===== src/rtl/core/open_addressing_hash_table_defines.svh =====
// assertion macros for the open-addressing hash table
// used by the rtl files that check their own logic; expects clk and rst_n in scope
`ifndef OPEN_ADDRESSING_HASH_TABLE_DEFINES_SVH
`define OPEN_ADDRESSING_HASH_TABLE_DEFINES_SVH

// same-cycle implication, checked outside reset
`define OHT_ASSERT_NOW(label, ante, cons, msg) \
    label: assert property (@(posedge clk) disable iff (!rst_n) (ante) |-> (cons)) \
        else $error(msg);

// next-cycle implication, checked outside reset
`define OHT_ASSERT_NEXT(label, ante, cons, msg) \
    label: assert property (@(posedge clk) disable iff (!rst_n) (ante) |=> (cons)) \
        else $error(msg);

`endif


===== src/rtl/core/oht_pkg.sv =====
// shared types and constants of the open-addressing hash table
// no dependencies; imported by every module of the block
package oht_pkg;

    localparam int KEY_W     = 31;
    localparam int OP_W      = 2;
    localparam int MODE_W    = 2;
    localparam int PRIME_W   = 8;
    localparam int SLOT_W    = 8;
    localparam int CFG_IDX_W = 1;
    localparam int CFG_W     = 8;
    localparam int SLOTS_DEF = 8;

    // remainder unit: 32-bit dividend, divisor up to 511, 4 quotient bits per cycle
    localparam int DIV_DW    = 32;
    localparam int DIV_W     = 9;
    localparam int DIV_BITS  = 4;
    localparam int DIV_STEPS = DIV_DW / DIV_BITS;

    localparam logic [OP_W-1:0] OP_INSERT = 2'd0;
    localparam logic [OP_W-1:0] OP_SEARCH = 2'd1;
    localparam logic [OP_W-1:0] OP_DELETE = 2'd2;

    localparam logic [MODE_W-1:0] MODE_LINEAR = 2'd0;
    localparam logic [MODE_W-1:0] MODE_QUAD   = 2'd1;
    localparam logic [MODE_W-1:0] MODE_DOUBLE = 2'd2;

    localparam logic [CFG_IDX_W-1:0] REG_PROBE_MODE = 1'd0;
    localparam logic [CFG_IDX_W-1:0] REG_PRIME      = 1'd1;

    localparam logic [PRIME_W-1:0] PRIME_RESET = 8'd3;

    typedef enum logic [2:0] {
        ST_IDLE,
        ST_HASH,
        ST_STEP,
        ST_PROBE,
        ST_RESULT
    } oht_state_t;

    // write command from the control to the slot store
    typedef struct packed {
        logic wr_key;
        logic set_used;
        logic clr_used;
    } store_cmd_t;

endpackage


===== src/rtl/core/oht_mod_unit.sv =====
// iterative remainder unit: dividend mod divisor, four bits per cycle
// depends on oht_pkg
module oht_mod_unit (
    input  logic                        clk,
    input  logic                        rst_n,
    input  logic                        start,
    input  logic [oht_pkg::DIV_DW-1:0]  dividend,
    input  logic [oht_pkg::DIV_W-1:0]   divisor,
    output logic                        done,
    output logic [oht_pkg::DIV_W-1:0]   remainder
);
    import oht_pkg::*;

    localparam int CNT_W = $clog2(DIV_STEPS);

    logic [DIV_DW-1:0] shift_reg;
    logic [DIV_W-1:0]  rem_reg;
    logic [DIV_W-1:0]  rem_next;
    logic [CNT_W-1:0]  cnt_reg;
    logic              busy_reg;
    logic              done_reg;

    // restoring steps: remainder stays below divisor, so the trial fits one extra bit
    always_comb
    begin
        logic [DIV_W:0] trial;
        rem_next = rem_reg;
        for (int k = 0; k < DIV_BITS; k++)
        begin
            trial = {rem_next, shift_reg[DIV_DW-1-k]};
            if (trial >= {1'b0, divisor})
            begin
                trial = trial - {1'b0, divisor};
            end
            rem_next = trial[DIV_W-1:0];
        end
    end

    always_ff @(posedge clk or negedge rst_n)
    begin
        if (!rst_n)
        begin
            busy_reg <= 1'b0;
            done_reg <= 1'b0;
            cnt_reg  <= '0;
        end
        else
        begin
            done_reg <= 1'b0;
            if (start)
            begin
                busy_reg <= 1'b1;
                cnt_reg  <= '0;
            end
            else if (busy_reg)
            begin
                cnt_reg <= cnt_reg + 1'b1;
                if (cnt_reg == CNT_W'(DIV_STEPS - 1))
                begin
                    busy_reg <= 1'b0;
                    done_reg <= 1'b1;
                end
            end
        end
    end

    always_ff @(posedge clk)
    begin
        if (start)
        begin
            shift_reg <= dividend;
            rem_reg   <= '0;
        end
        else if (busy_reg)
        begin
            shift_reg <= shift_reg << DIV_BITS;
            rem_reg   <= rem_next;
        end
    end

    assign done      = done_reg;
    assign remainder = rem_reg;

endmodule


===== src/rtl/core/oht_store.sv =====
// slot store: key memory with registered read, plus per-slot valid bits
// depends on oht_pkg
module oht_store #(
    parameter int SLOTS = oht_pkg::SLOTS_DEF,
    parameter int IDX_W = (SLOTS > 1) ? $clog2(SLOTS) : 1
) (
    input  logic                        clk,
    input  logic                        rst_n,
    input  logic                        rd_en,
    input  logic [IDX_W-1:0]            rd_addr,
    output logic [oht_pkg::KEY_W-1:0]   rd_key,
    output logic                        rd_used,
    input  oht_pkg::store_cmd_t         cmd,
    input  logic [IDX_W-1:0]            wr_addr,
    input  logic [oht_pkg::KEY_W-1:0]   wr_key
);
    import oht_pkg::*;

    logic [KEY_W-1:0] keys_mem [SLOTS];
    logic [SLOTS-1:0] used_reg;
    logic [KEY_W-1:0] rd_key_reg;
    logic             rd_used_reg;

    always_ff @(posedge clk)
    begin
        if (cmd.wr_key)
        begin
            keys_mem[wr_addr] <= wr_key;
        end
        if (rd_en)
        begin
            rd_key_reg <= keys_mem[rd_addr];
        end
    end

    always_ff @(posedge clk or negedge rst_n)
    begin
        if (!rst_n)
        begin
            used_reg    <= '0;
            rd_used_reg <= 1'b0;
        end
        else
        begin
            if (cmd.set_used)
            begin
                used_reg[wr_addr] <= 1'b1;
            end
            else if (cmd.clr_used)
            begin
                used_reg[wr_addr] <= 1'b0;
            end
            if (rd_en)
            begin
                rd_used_reg <= used_reg[rd_addr];
            end
        end
    end

    assign rd_key  = rd_key_reg;
    assign rd_used = rd_used_reg;

endmodule


===== src/rtl/core/open_addressing_hash_table.sv =====
// open-addressing hash table: probe sequencer, configuration and stream ports
// depends on oht_pkg, oht_mod_unit, oht_store and open_addressing_hash_table_defines.svh
//
// usage:
//   s_* carries one operation per beat: op in s_tuser, key in s_tdata.
//   m_* returns one result beat per operation: success in m_tuser, slot in m_tdata.
//   cfg_* writes probe_mode (index 0) or double_hash_prime (index 1); always ready,
//   to be written only while no operation is in flight.
// timing:
//   one operation at a time; s_tready is high only while the sequencer is idle.
//   hashing: key mod double_hash_prime in the remainder unit, key mod SLOTS beside it
//   by reciprocal multiply; double hashing adds a step state for the step mod SLOTS.
//   the walk reads one slot per cycle and ends at the first hit or after SLOTS probes;
//   the result then moves to the output register, and a new operation is taken only
//   after that.
// reset:
//   all slots empty, probe_mode 0, double_hash_prime 3; no clearing pass needed.
// back pressure:
//   the result waits in the output register while m_tready is low; a finished
//   walk holds its result until that register frees up.
module open_addressing_hash_table #(
    parameter int SLOTS = oht_pkg::SLOTS_DEF
) (
    input  logic                            clk,
    input  logic                            rst_n,
    input  logic                            s_tvalid,
    output logic                            s_tready,
    input  logic [31:0]                     s_tdata,    // [30:0] key, [31] zero
    input  logic [oht_pkg::OP_W-1:0]        s_tuser,    // [1:0] op
    output logic                            m_tvalid,
    input  logic                            m_tready,
    output logic [oht_pkg::SLOT_W-1:0]      m_tdata,    // [7:0] slot_index
    output logic                            m_tuser,    // [0] success
    input  logic                            cfg_valid,
    output logic                            cfg_ready,
    input  logic [oht_pkg::CFG_IDX_W-1:0]   cfg_index,
    input  logic [oht_pkg::CFG_W-1:0]       cfg_data
);
    import oht_pkg::*;

    `include "open_addressing_hash_table_defines.svh"

    localparam int IDX_W    = (SLOTS > 1) ? $clog2(SLOTS) : 1;
    localparam int SUM_W    = IDX_W + 1;
    localparam int ONE_MOD  = 1 % SLOTS;
    localparam int TWO_MOD  = 2 % SLOTS;

    // key / SLOTS as (key * REC_M) >> REC_SH, exact for every 31-bit key
    localparam int              REC_SH   = KEY_W + $clog2(SLOTS);
    localparam longint unsigned REC_FULL = ((64'd1 << REC_SH) + 64'(SLOTS) - 64'd1)
                                           / 64'(SLOTS);
    localparam logic [KEY_W:0]  REC_M    = REC_FULL[KEY_W:0];

    function automatic logic [IDX_W-1:0] mod_add(input logic [IDX_W-1:0] a,
                                                 input logic [IDX_W-1:0] b);
        logic [SUM_W-1:0] s;
        s = {1'b0, a} + {1'b0, b};
        if (s >= SUM_W'(SLOTS))
        begin
            s = s - SUM_W'(SLOTS);
        end
        return s[IDX_W-1:0];
    endfunction

    // constant table of v mod SLOTS for an 8-bit step
    function automatic logic [IDX_W-1:0] step_mod(input logic [PRIME_W-1:0] v);
        logic [IDX_W-1:0] r;
        r = '0;
        for (int k = 0; k < (1 << PRIME_W); k++)
        begin
            if (v == PRIME_W'(k))
            begin
                r = IDX_W'(k % SLOTS);
            end
        end
        return r;
    endfunction

    oht_state_t state_reg;
    oht_state_t state_next;

    logic [MODE_W-1:0]  probe_mode_reg;
    logic [PRIME_W-1:0] prime_reg;

    logic [OP_W-1:0]    op_reg;
    logic [KEY_W-1:0]   key_reg;
    logic [KEY_W-1:0]   quot_reg;
    logic [IDX_W-1:0]   home_reg;
    logic [IDX_W-1:0]   off_reg;
    logic [IDX_W-1:0]   inc_reg;
    logic [IDX_W-1:0]   dstep_reg;
    logic [SUM_W-1:0]   cnt_reg;
    logic               chk_reg;
    logic [IDX_W-1:0]   slot_q_reg;
    logic               res_ok_reg;
    logic [IDX_W-1:0]   res_slot_reg;

    logic               m_tvalid_reg;
    logic [SLOT_W-1:0]  m_tdata_reg;
    logic               m_tuser_reg;

    logic               in_accept;
    logic               issue;
    logic               hit;
    logic               out_load;
    logic [IDX_W-1:0]   cur_slot;
    logic [IDX_W-1:0]   term;

    logic [2*KEY_W:0]   rec_prod;
    logic [KEY_W-1:0]   home_full;
    logic               div_start;
    logic               div_done;
    logic [DIV_W-1:0]   div_rem;
    logic [DIV_W-1:0]   prime_eff;
    logic [DIV_W-1:0]   dstep_full;

    logic               rd_en;
    logic [KEY_W-1:0]   rd_key;
    logic               rd_used;
    store_cmd_t         store_cmd;

    // configuration
    assign cfg_ready = 1'b1;

    always_ff @(posedge clk or negedge rst_n)
    begin
        if (!rst_n)
        begin
            probe_mode_reg <= MODE_LINEAR;
            prime_reg      <= PRIME_RESET;
        end
        else if (cfg_valid)
        begin
            unique case (cfg_index)
                REG_PROBE_MODE: probe_mode_reg <= cfg_data[MODE_W-1:0];
                REG_PRIME:      prime_reg      <= cfg_data[PRIME_W-1:0];
                default:        ;
            endcase
        end
    end

    // hashing: key mod prime in the remainder unit, key mod SLOTS by reciprocal multiply
    assign prime_eff  = (prime_reg == '0) ? DIV_W'(1) : {1'b0, prime_reg};
    assign dstep_full = prime_eff - div_rem;
    assign rec_prod   = (2*KEY_W+1)'(key_reg) * (2*KEY_W+1)'(REC_M);
    assign home_full  = key_reg - KEY_W'(quot_reg * KEY_W'(SLOTS));

    oht_mod_unit u_mod_prime (
        .clk       (clk),
        .rst_n     (rst_n),
        .start     (div_start),
        .dividend  (DIV_DW'(s_tdata[KEY_W-1:0])),
        .divisor   (prime_eff),
        .done      (div_done),
        .remainder (div_rem)
    );

    // probe walk
    assign cur_slot = mod_add(home_reg, off_reg);
    assign issue    = (cnt_reg < SUM_W'(SLOTS));

    always_comb
    begin
        priority case (probe_mode_reg)
            MODE_QUAD:   term = inc_reg;
            MODE_DOUBLE: term = dstep_reg;
            default:     term = IDX_W'(ONE_MOD);
        endcase
    end

    always_comb
    begin
        hit = 1'b0;
        if (chk_reg)
        begin
            if (op_reg == OP_INSERT)
            begin
                hit = !rd_used;
            end
            else if (op_reg == OP_SEARCH || op_reg == OP_DELETE)
            begin
                hit = rd_used && (rd_key == key_reg);
            end
        end
    end

    oht_store #(
        .SLOTS (SLOTS),
        .IDX_W (IDX_W)
    ) u_store (
        .clk     (clk),
        .rst_n   (rst_n),
        .rd_en   (rd_en),
        .rd_addr (cur_slot),
        .rd_key  (rd_key),
        .rd_used (rd_used),
        .cmd     (store_cmd),
        .wr_addr (slot_q_reg),
        .wr_key  (key_reg)
    );

    // next state
    always_comb
    begin
        state_next = state_reg;
        unique case (state_reg)
            ST_IDLE:
            begin
                if (s_tvalid)
                begin
                    state_next = ST_HASH;
                end
            end
            ST_HASH:
            begin
                if (div_done)
                begin
                    state_next = (probe_mode_reg == MODE_DOUBLE) ? ST_STEP : ST_PROBE;
                end
            end
            ST_STEP:
            begin
                state_next = ST_PROBE;
            end
            ST_PROBE:
            begin
                if (hit || !issue)
                begin
                    state_next = ST_RESULT;
                end
            end
            ST_RESULT:
            begin
                if (!m_tvalid_reg || m_tready)
                begin
                    state_next = ST_IDLE;
                end
            end
            default: state_next = ST_IDLE;
        endcase
    end

    // control outputs
    always_comb
    begin
        s_tready  = 1'b0;
        div_start = 1'b0;
        rd_en     = 1'b0;
        out_load  = 1'b0;
        store_cmd = '0;
        unique case (state_reg)
            ST_IDLE:
            begin
                s_tready  = 1'b1;
                div_start = s_tvalid;
            end
            ST_HASH:
            begin
            end
            ST_STEP:
            begin
            end
            ST_PROBE:
            begin
                rd_en = issue;
                if (hit)
                begin
                    store_cmd.wr_key   = (op_reg == OP_INSERT);
                    store_cmd.set_used = (op_reg == OP_INSERT);
                    store_cmd.clr_used = (op_reg == OP_DELETE);
                end
            end
            ST_RESULT:
            begin
                out_load = !m_tvalid_reg || m_tready;
            end
            default: ;
        endcase
    end

    assign in_accept = s_tvalid && s_tready;

    always_ff @(posedge clk or negedge rst_n)
    begin
        if (!rst_n)
        begin
            state_reg    <= ST_IDLE;
            m_tvalid_reg <= 1'b0;
            cnt_reg      <= '0;
            chk_reg      <= 1'b0;
        end
        else
        begin
            state_reg <= state_next;
            if (out_load)
            begin
                m_tvalid_reg <= 1'b1;
            end
            else if (m_tready)
            begin
                m_tvalid_reg <= 1'b0;
            end
            if (in_accept)
            begin
                cnt_reg <= '0;
                chk_reg <= 1'b0;
            end
            else if (state_reg == ST_PROBE)
            begin
                chk_reg <= issue;
                if (issue)
                begin
                    cnt_reg <= cnt_reg + 1'b1;
                end
            end
        end
    end

    always_ff @(posedge clk)
    begin
        if (in_accept)
        begin
            op_reg  <= s_tuser;
            key_reg <= s_tdata[KEY_W-1:0];
            off_reg <= '0;
            inc_reg <= IDX_W'(ONE_MOD);
        end
        if (state_reg == ST_HASH)
        begin
            quot_reg <= KEY_W'(rec_prod >> REC_SH);
            if (div_done)
            begin
                home_reg <= home_full[IDX_W-1:0];
            end
        end
        if (state_reg == ST_STEP)
        begin
            dstep_reg <= step_mod(dstep_full[PRIME_W-1:0]);
        end
        if (state_reg == ST_PROBE)
        begin
            if (issue)
            begin
                slot_q_reg <= cur_slot;
                off_reg    <= mod_add(off_reg, term);
                inc_reg    <= mod_add(inc_reg, IDX_W'(TWO_MOD));
            end
            if (hit || !issue)
            begin
                res_ok_reg   <= hit;
                res_slot_reg <= hit ? slot_q_reg : '0;
            end
        end
        if (out_load)
        begin
            m_tdata_reg <= SLOT_W'(res_slot_reg);
            m_tuser_reg <= res_ok_reg;
        end
    end

    assign m_tvalid = m_tvalid_reg;
    assign m_tdata  = m_tdata_reg;
    assign m_tuser  = m_tuser_reg;

    `OHT_ASSERT_NOW(a_store_write_in_probe,
        store_cmd.set_used || store_cmd.clr_used, state_reg == ST_PROBE,
        "slot store written outside the probe walk")
    `OHT_ASSERT_NOW(a_set_clr_exclusive,
        store_cmd.set_used, !store_cmd.clr_used,
        "slot set and cleared in the same cycle")
    `OHT_ASSERT_NOW(a_probe_count_bound,
        state_reg == ST_PROBE, cnt_reg <= SUM_W'(SLOTS),
        "probe count ran past the table size")
    `OHT_ASSERT_NOW(a_fail_slot_zero,
        m_tvalid_reg && !m_tuser_reg, m_tdata_reg == '0,
        "failed result carries a nonzero slot")
    `OHT_ASSERT_NEXT(a_accept_starts_hash,
        in_accept, state_reg == ST_HASH,
        "accepted beat did not start hashing")

endmodule


===== config.mk =====
export PLATFORM = sky130hd
export DESIGN_NAME = open_addressing_hash_table
export DESIGN_NICKNAME = d
export VERILOG_FILES = /design/src/rtl/core/oht_pkg.sv /design/src/rtl/core/oht_mod_unit.sv /design/src/rtl/core/oht_store.sv /design/src/rtl/core/open_addressing_hash_table.sv
export VERILOG_INCLUDE_DIRS = /design/src /design/src/rtl/core
export SDC_FILE = /design/constraint.sdc
export NUM_CORES = 1
export LEC_CHECK = 0
export ABC_AREA = 0
export BUFFER_PORTS_ARGS = -buffer_cell sky130_fd_sc_hd__buf_2
export CELL_PAD_IN_SITES_DETAIL_PLACEMENT = 0
export CELL_PAD_IN_SITES_GLOBAL_PLACEMENT = 2
export CORE_MARGIN = 3
export CORE_UTILIZATION = 46
export DETAILED_ROUTE_END_ITERATION = 8
export PLACE_DENSITY = 0.9
export SKIP_LAST_GASP = 1
export SYNTH_ARGS = -nofsm -noshare
export SYNTH_HDL_FRONTEND = slang
export SYNTH_SLANG_ARGS = --single-unit

===== constraint.sdc =====
create_clock -name clk -period 10.3 [get_ports clk]
set_clock_uncertainty 0.2 [all_clocks]
set_input_delay 2.575 -clock clk [delete_from_list [all_inputs] [get_ports clk]]
set_output_delay 2.575 -clock clk [all_outputs]
set_load 0.01 [all_outputs]

# Yosys cells after proc, flatten, opt, wreduce, memory -nomap -nowiden
# Memory sizes are Yosys's and may differ from the RTL's. A register that Yosys moved wholly into a read port is not among the register bits.
# Index checks and enable logic that the tools add are counted.
dict set report classes {
  mux 309
  n_eq_ne 269
  bitwise_logic 4
  reduce_logical 26
  magnitude_cmp 11
  add_sub_neg 14
}
# cell n
set op_table {}
lappend op_table {{8-bit == test, second input constant} 128}
lappend op_table {{3-bit two-way mux} 267}
lappend op_table {{8-bit by 7-bit == test with 1-bit output, second input constant} 64}
lappend op_table {{8-bit by 6-bit == test with 1-bit output, second input constant} 32}
lappend op_table {{8-bit by 5-bit == test with 1-bit output, second input constant} 16}
lappend op_table {{8-bit by 4-bit == test with 1-bit output, second input constant} 8}
lappend op_table {{31-bit two-way mux} 2}
lappend op_table {{10-bit by 8-bit greater-or-equal comparator with 1-bit output} 4}
lappend op_table {{9-bit two-way mux} 4}
lappend op_table {{9-bit by 8-bit subtractor with 9-bit output} 4}
lappend op_table {{8-bit by 3-bit == test with 1-bit output, second input constant} 4}
lappend op_table {{31-bit == test} 1}
lappend op_table {{1-bit two-way mux} 24}
lappend op_table {{8-bit two-way mux} 3}
lappend op_table {{8-bit by 2-bit == test with 1-bit output, second input constant} 2}
lappend op_table {{3-bit case mux with 5 select lines} 1}
lappend op_table {{4-bit greater-or-equal comparator, second input constant} 3}
lappend op_table {{4-bit two-way mux} 3}
lappend op_table {{2-bit AND reduction} 6}
lappend op_table {{3-bit by 1-bit subtractor with 3-bit output, second input constant} 4}
lappend op_table {{2-bit nonzero test} 5}
lappend op_table {{3-bit by 3-bit adder with 4-bit output} 2}
lappend op_table {{8-bit bitwise AND} 1}
lappend op_table {{8-bit by 1-bit == test with 1-bit output, second input constant} 1}
lappend op_table {{other kinds (30)} 44}
dict set report word_totals {
  regBits 130
  ramBits 248
  n_memories 1
}
# memory depth word_bits read_ports rd_clocked_by_memory_dff write_ports line
set mem_list {}
lappend mem_list {u_store.keys_mem 8 31 1 1 1 oht_store.sv:19} ;# logic [KEY_W-1:0] keys_mem [SLOTS];

# Longest topological paths before layout
dict set report logic_depth {
  ltp_word 258
  depth_mapped 43
}

# Cells and area by module
# A second synthesis with hierarchy kept.
dict set report unflattened {
  hier_cells 1095
  area_unflattened_um2 18037.3
}
# mod cells_each n_inst area_each_um2
set modules_own_cells {}
lappend modules_own_cells {oht_store 439 1 10709.0}
lappend modules_own_cells {oht_mod_unit 383 1 3857.4}
lappend modules_own_cells {open_addressing_hash_table 273 1 3470.8}

# Worst setup path after synthesis
# Ideal clock, no wire load.
dict set report synth_timing {
  path_kind {register to register}
  start {reg prime_reg[5]}
  end {reg u_mod_prime.rem_reg[7] (netlist: u_mod_prime.remainder[7])}
  arrival_time_ps 8884
  path_stages_with_launch 42
  path_slack_ps 1078
  synth_period_minus_slack_ps 9222
  n_path_buf 4
  required_time_ps 9962
  path_cell_list {dfrtp_1 nor4_1 a21o_1 ha_1 inv_1 fa_1 a211oi_4 o21ai_1 a2111o_1 buf_6 buf_6 o211ai_1 o21ai_0 ha_1 a211oi_1 o31ai_1 nor3_1 nand3_1 [6 not listed] o21bai_1 a2111oi_0 o21ai_1 a21oi_4 o21ai_1 mux2i_1 fa_1 a21o_1 a21oi_1 o21bai_1 a21oi_1 o21bai_1 a21oi_1 o311ai_1 a21oi_2 buf_6 mux2i_1 a211oi_1}
}
dict set report synth_between {
  elab_chain_cells 10
  word_cells_on_any_way 14
}
# item line
set synth_rtl {}
lappend synth_rtl {{from (decl)} open_addressing_hash_table.sv:83} ;# logic [PRIME_W-1:0] prime_reg;
lappend synth_rtl {{from (signal assigned)} open_addressing_hash_table.sv:136} ;# REG_PRIME: prime_reg <= cfg_data[PRIME_W-1:0];
lappend synth_rtl {{8-bit logical NOT} open_addressing_hash_table.sv:143} ;# assign prime_eff = (prime_reg == '0) ? DIV_W'(1) : {1'b0, prime_reg};
lappend synth_rtl {{8-bit two-way mux *} open_addressing_hash_table.sv:143}
lappend synth_rtl {{9-bit by 8-bit subtractor with 9-bit output / 10-bit by 8-bit greater-or-equal comparator with 1-bit output (equally long branches)} {oht_mod_unit.sv:33, oht_mod_unit.sv:31}}
lappend synth_rtl {{9-bit two-way mux} oht_mod_unit.sv:31} ;# if (trial >= {1'b0, divisor})
lappend synth_rtl {{9-bit by 8-bit subtractor with 9-bit output / 10-bit by 8-bit greater-or-equal comparator with 1-bit output (equally long branches)} {oht_mod_unit.sv:33, oht_mod_unit.sv:31}}
lappend synth_rtl {{9-bit two-way mux} oht_mod_unit.sv:31}
lappend synth_rtl {{9-bit by 8-bit subtractor with 9-bit output / 10-bit by 8-bit greater-or-equal comparator with 1-bit output (equally long branches)} {oht_mod_unit.sv:33, oht_mod_unit.sv:31}}
lappend synth_rtl {{9-bit two-way mux} oht_mod_unit.sv:31}
lappend synth_rtl {{9-bit by 8-bit subtractor with 9-bit output / 10-bit by 8-bit greater-or-equal comparator with 1-bit output (equally long branches)} {oht_mod_unit.sv:33, oht_mod_unit.sv:31}}
lappend synth_rtl {{9-bit two-way mux *} oht_mod_unit.sv:31}
lappend synth_rtl {{to (signal assigned)} oht_mod_unit.sv:77} ;# rem_reg <= rem_next;
lappend synth_rtl {{to (decl)} oht_mod_unit.sv:17} ;# logic [DIV_W-1:0] rem_reg;
# Mark *: on every way between the ends. The rest lies on a longest branch, timed or not.
# A chain may end at the register's enable or synchronous reset.

# Worst setup path in the final report
dict set report layout_timing {
  start {reg prime_reg[5]}
  end {reg u_mod_prime.rem_reg[3] (netlist: u_mod_prime.remainder[3])}
}
# The elaborated chain is that of the path after synthesis.

==> results by group <==
Outcome
  • Status: finished clean

Synthesis
  • Ys Warns: 0
  • Yosys top cell by area: sky130_fd_sc_hd__edfxtp_1
  • Share of the yosys chip area belonging to registers: 66.72%
  • Async set-reset flop share out of synthesis: 8.068%
  • Top FF cell, synth: sky130_fd_sc_hd__edfxtp_1
  • Gate count of the mapped netlist: 1146
  • Proportion of netlist area held by the largest area contributor: 60.43%
  • Distinct cell type count after synthesis: 81
  • Ranking of synthesized cells by instance count: 361 x sky130_fd_sc_hd__edfxtp_1, 113 x sky130_fd_sc_hd__nand2_1, 64 x sky130_fd_sc_hd__mux4_2
  • Number of synthesized register bits: 409
  • Synth Area per Inst: 15.65 sq um
  • Ranking of synthesized cells by area: sky130_fd_sc_hd__edfxtp_1 60%, sky130_fd_sc_hd__mux4_2 8.0%, sky130_fd_sc_hd__dfrtp_1 4.3%
  • Count of flip-flops with a built-in enable after synthesis: 361
  • Most frequent cell after synthesis: sky130_fd_sc_hd__edfxtp_1
  • Cell area after technology mapping: 17940 sq um

Placement
  • Pre-CTS setup slack: 0.5237 ns
  • Count of input and output buffers: 52
  • GP Congestion: 0.8251
  • Detailed-placement wirelength estimate: 23940 microns
  • Cell Area, Placed: 18960 sq um

Global routing
  • Total gr overflow: 0
  • GR Util met2: 32.25%
  • Wire length of the first global-routing pass: 59510 microns
  • Met1 GRT Util: 25.69%
  • Total global routing track utilization: 18.87%
  • Most crowded layer after global routing: met2
  • Via count of the first global-routing pass: 10.13k
  • Maximum number of pins on one net before global-route repair: 46
  • Met3 global-route usage: 2.346%
  • Antenna violations before repair: 1

Timing
  • Period minus WS final: 9.518 ns
  • RSZ-0062 raised after global routing: false
  • Worst-case setup margin in the final layout: 0.7820 ns
  • Share of the clock period used by the worst path: 92.41%
  • Pins Over Slew Limit: 0
  • Final setup viols: 0
  • Peak clock frequency supported by timing: 0.1051 GHz
  • Final-report hold violation count: 0
  • Setup TNS: 0 ns
  • Headroom to the max-slew limit: 42.24%
  • Tightest Pin Transition: 0.8664 ns
  • Post-route worst hold slack: 0.2245 ns

Finish
  • Share of layout cells above drive strength 1: 23.36%
  • FF/Latch Area: 11970 sq um
  • Flip-flop count of the largest register after layout: 248
  • Net count, final: 1328
  • Final antenna diode count: 0
  • Post-synthesis to final-layout area growth: 13.66%
  • Final design instance area without fill: 20390 sq um
  • Filler cell count in the final layout: 3091
  • Multi-input logic area: 5664 sq um

Detailed routing
  • Detailed router's first-iteration violation count: 790
  • Antenna violation net count after detailed routing: 0
  • Number of vias in the routed layout: 9943
  • Sum of routed wire length over all layers: 38750 microns
  • Per-cell routed wire length: 21.84 microns
  • DRC violation count after routing: 0
  • Total iterations of the first detailed-routing run: 5
  • DR vias/cell: 5.605

CTS
  • Root Buffer Master: sky130_fd_sc_hd__clkbuf_16
  • Max Buffers Root-to-Sink: 3
  • Clock latency at the later pin of the worst-skew pair: 0.54 ns
  • TritonCTS clock tree: yes
  • Num Clock Sinks: 409
  • CTS Buf Count: 41
  • Clock H-tree levels: 2
  • Post-CTS Hold Fix Bufs: 0
  • CTS clk-pin slew, worst paths: 0.06 ns

Die
  • Core area: 38020 sq um
  • Die Area: 41400 sq um
  • Initial core utilization: 47.18%
  • Chip height: 203.5 microns
  • Horizontal die dimension: 203.5 microns
  • Number of placed I/O pins: 60
  • Row count: 71

Min path
  • Hold Path Cell Cnt: 0
  • Worst min path class: register to register

Critical path
  • Buf/Inv on CP: 2
  • Kind of start point of the critical path: register
  • Slowest cell on crit path: sky130_fd_sc_hd__a2111o_1
  • WS Path Type: register to register
  • WP data arrival: 9.69 ns
  • Instance count on the critical path: 38
  • Crit-path max cell delay: 0.61 ns
  • FF-to-FF path depth: 38
  • Maximum fanout encountered on the critical timing path: 11
  • Family of cells with the greatest summed delay on the critical path: compound AO/OA/AOI/OAI gates
  • Required time worst endpoint: 10.47 ns
  • Nature of the critical path endpoint: register

Run
  • Max cap viols: 0
==> worst paths after layout <==
| path | startpoint | to | slack (ns) |
|---|---|---|---|
| hold / removal | res_ok_reg | m_tuser | 0.22 |
| max in group asynchronous | rst_n | prime_reg[3] | 7.45 |
| setup / recovery | prime_reg[5] | u_mod_prime.remainder[3] | 0.78 |
| min in group asynchronous | rst_n | async pin | 1.93 |
| setup reg to reg | prime_reg[5] | u_mod_prime.remainder[3] | 0.78 |
| hold reg to reg | res_ok_reg | m_tuser | 0.22 |
==> cells in the final DEF (no fill, tap or decap), types with 5 or more instances in the layout <==
cell / netlist / layout
sky130_fd_sc_hd__dfxtp_1: 15 / 15
sky130_fd_sc_hd__dfrtp_1: 31 / 31
sky130_fd_sc_hd__nor3b_1: 5 / 5
sky130_fd_sc_hd__and3_1: 8 / 8
sky130_fd_sc_hd__fa_1: 7 / 6
sky130_fd_sc_hd__buf_4: 6 / 30
sky130_fd_sc_hd__conb_1: 2 / 6
sky130_fd_sc_hd__nand4_1: 15 / 15
sky130_fd_sc_hd__or2_2: 7 / 7
sky130_fd_sc_hd__nor2_1: 48 / 40
sky130_fd_sc_hd__o21ai_0: 39 / 38
sky130_fd_sc_hd__clkbuf_16: 0 / 42
sky130_fd_sc_hd__mux2_2: 45 / 45
sky130_fd_sc_hd__a31oi_1: 7 / 7
sky130_fd_sc_hd__buf_2: 1 / 52
sky130_fd_sc_hd__clkinv_2: 0 / 7
sky130_fd_sc_hd__a21o_1: 11 / 11
sky130_fd_sc_hd__nand2b_1: 7 / 7
sky130_fd_sc_hd__bufinv_16: 0 / 7
sky130_fd_sc_hd__nor2b_1: 10 / 10
sky130_fd_sc_hd__nor4_1: 11 / 11
sky130_fd_sc_hd__nand2_1: 113 / 112
sky130_fd_sc_hd__mux2i_1: 15 / 15
sky130_fd_sc_hd__a211oi_1: 12 / 12
sky130_fd_sc_hd__inv_1: 47 / 47
sky130_fd_sc_hd__xnor2_1: 35 / 34
sky130_fd_sc_hd__clkinv_1: 2 / 11
sky130_fd_sc_hd__nor3_1: 11 / 11
sky130_fd_sc_hd__ha_1: 43 / 42
sky130_fd_sc_hd__o21ai_1: 9 / 10
sky130_fd_sc_hd__edfxtp_1: 361 / 361
sky130_fd_sc_hd__nand3_1: 10 / 10
sky130_fd_sc_hd__a21oi_1: 14 / 14
sky130_fd_sc_hd__mux4_2: 64 / 64
sky130_fd_sc_hd__nor2_4: 0 / 8
sky130_fd_sc_hd__and2_1: 6 / 6
sky130_fd_sc_hd__xor2_1: 20 / 20
==> timing repair <==
action	in CTS	in global routing
setup buffers	0	1
resized for setup	0	2
setup endpoints to repair	0	7
==> cells by family after synthesis <==
| logic type | count (synthesis) | synth area share [%] |
|---|---|---|
| DFF | 409 | 66.72 |
| and+or+nand+nor | 268 | 7.198 |
| AOI/OAI and AO/OA | 141 | 5.482 |
| muxes | 125 | 11.82 |
| buffers and inverters | 96 | 2.267 |
| xor gates and xnor gates | 55 | 2.685 |
| adders and majority gates | 50 | 3.780 |
| other | 2 | 0.04187 |
==> metal layers <==
layer | vias up | wire length (microns) | share of wire, %
li1 | 4558 | - | -
met1 | 5026 | 16400 | 42
met2 | 295 | 19620 | 51
met3 | 62 | 1861 | 4.8
met4 | 2 | 850 | 2.2
met5 | - | 13 | 0.034
==> per-stage QoR <==
step                      utilization, %  instances
after floorplan                        -       1150
after global placement             49.86       1697
after detailed placement           49.86       1697
after CTS                          53.60       1773
after global routing               53.62       1774
final                              53.62       1774
==> cell type report <==
class                      count  share of cell area [%]
sequential                   409                   58.71
multi-input combinational    645                   27.78
clock buffer                  45                   5.210
tap                          511                   3.136
timing repair buffer          83                   2.479
clock inverter                31                   1.767
inverter                      50                  0.9205
Power is left out: the tool's default activity adds up to more than one toggle a clock period on the data nets, which glitch-free logic cannot reach.
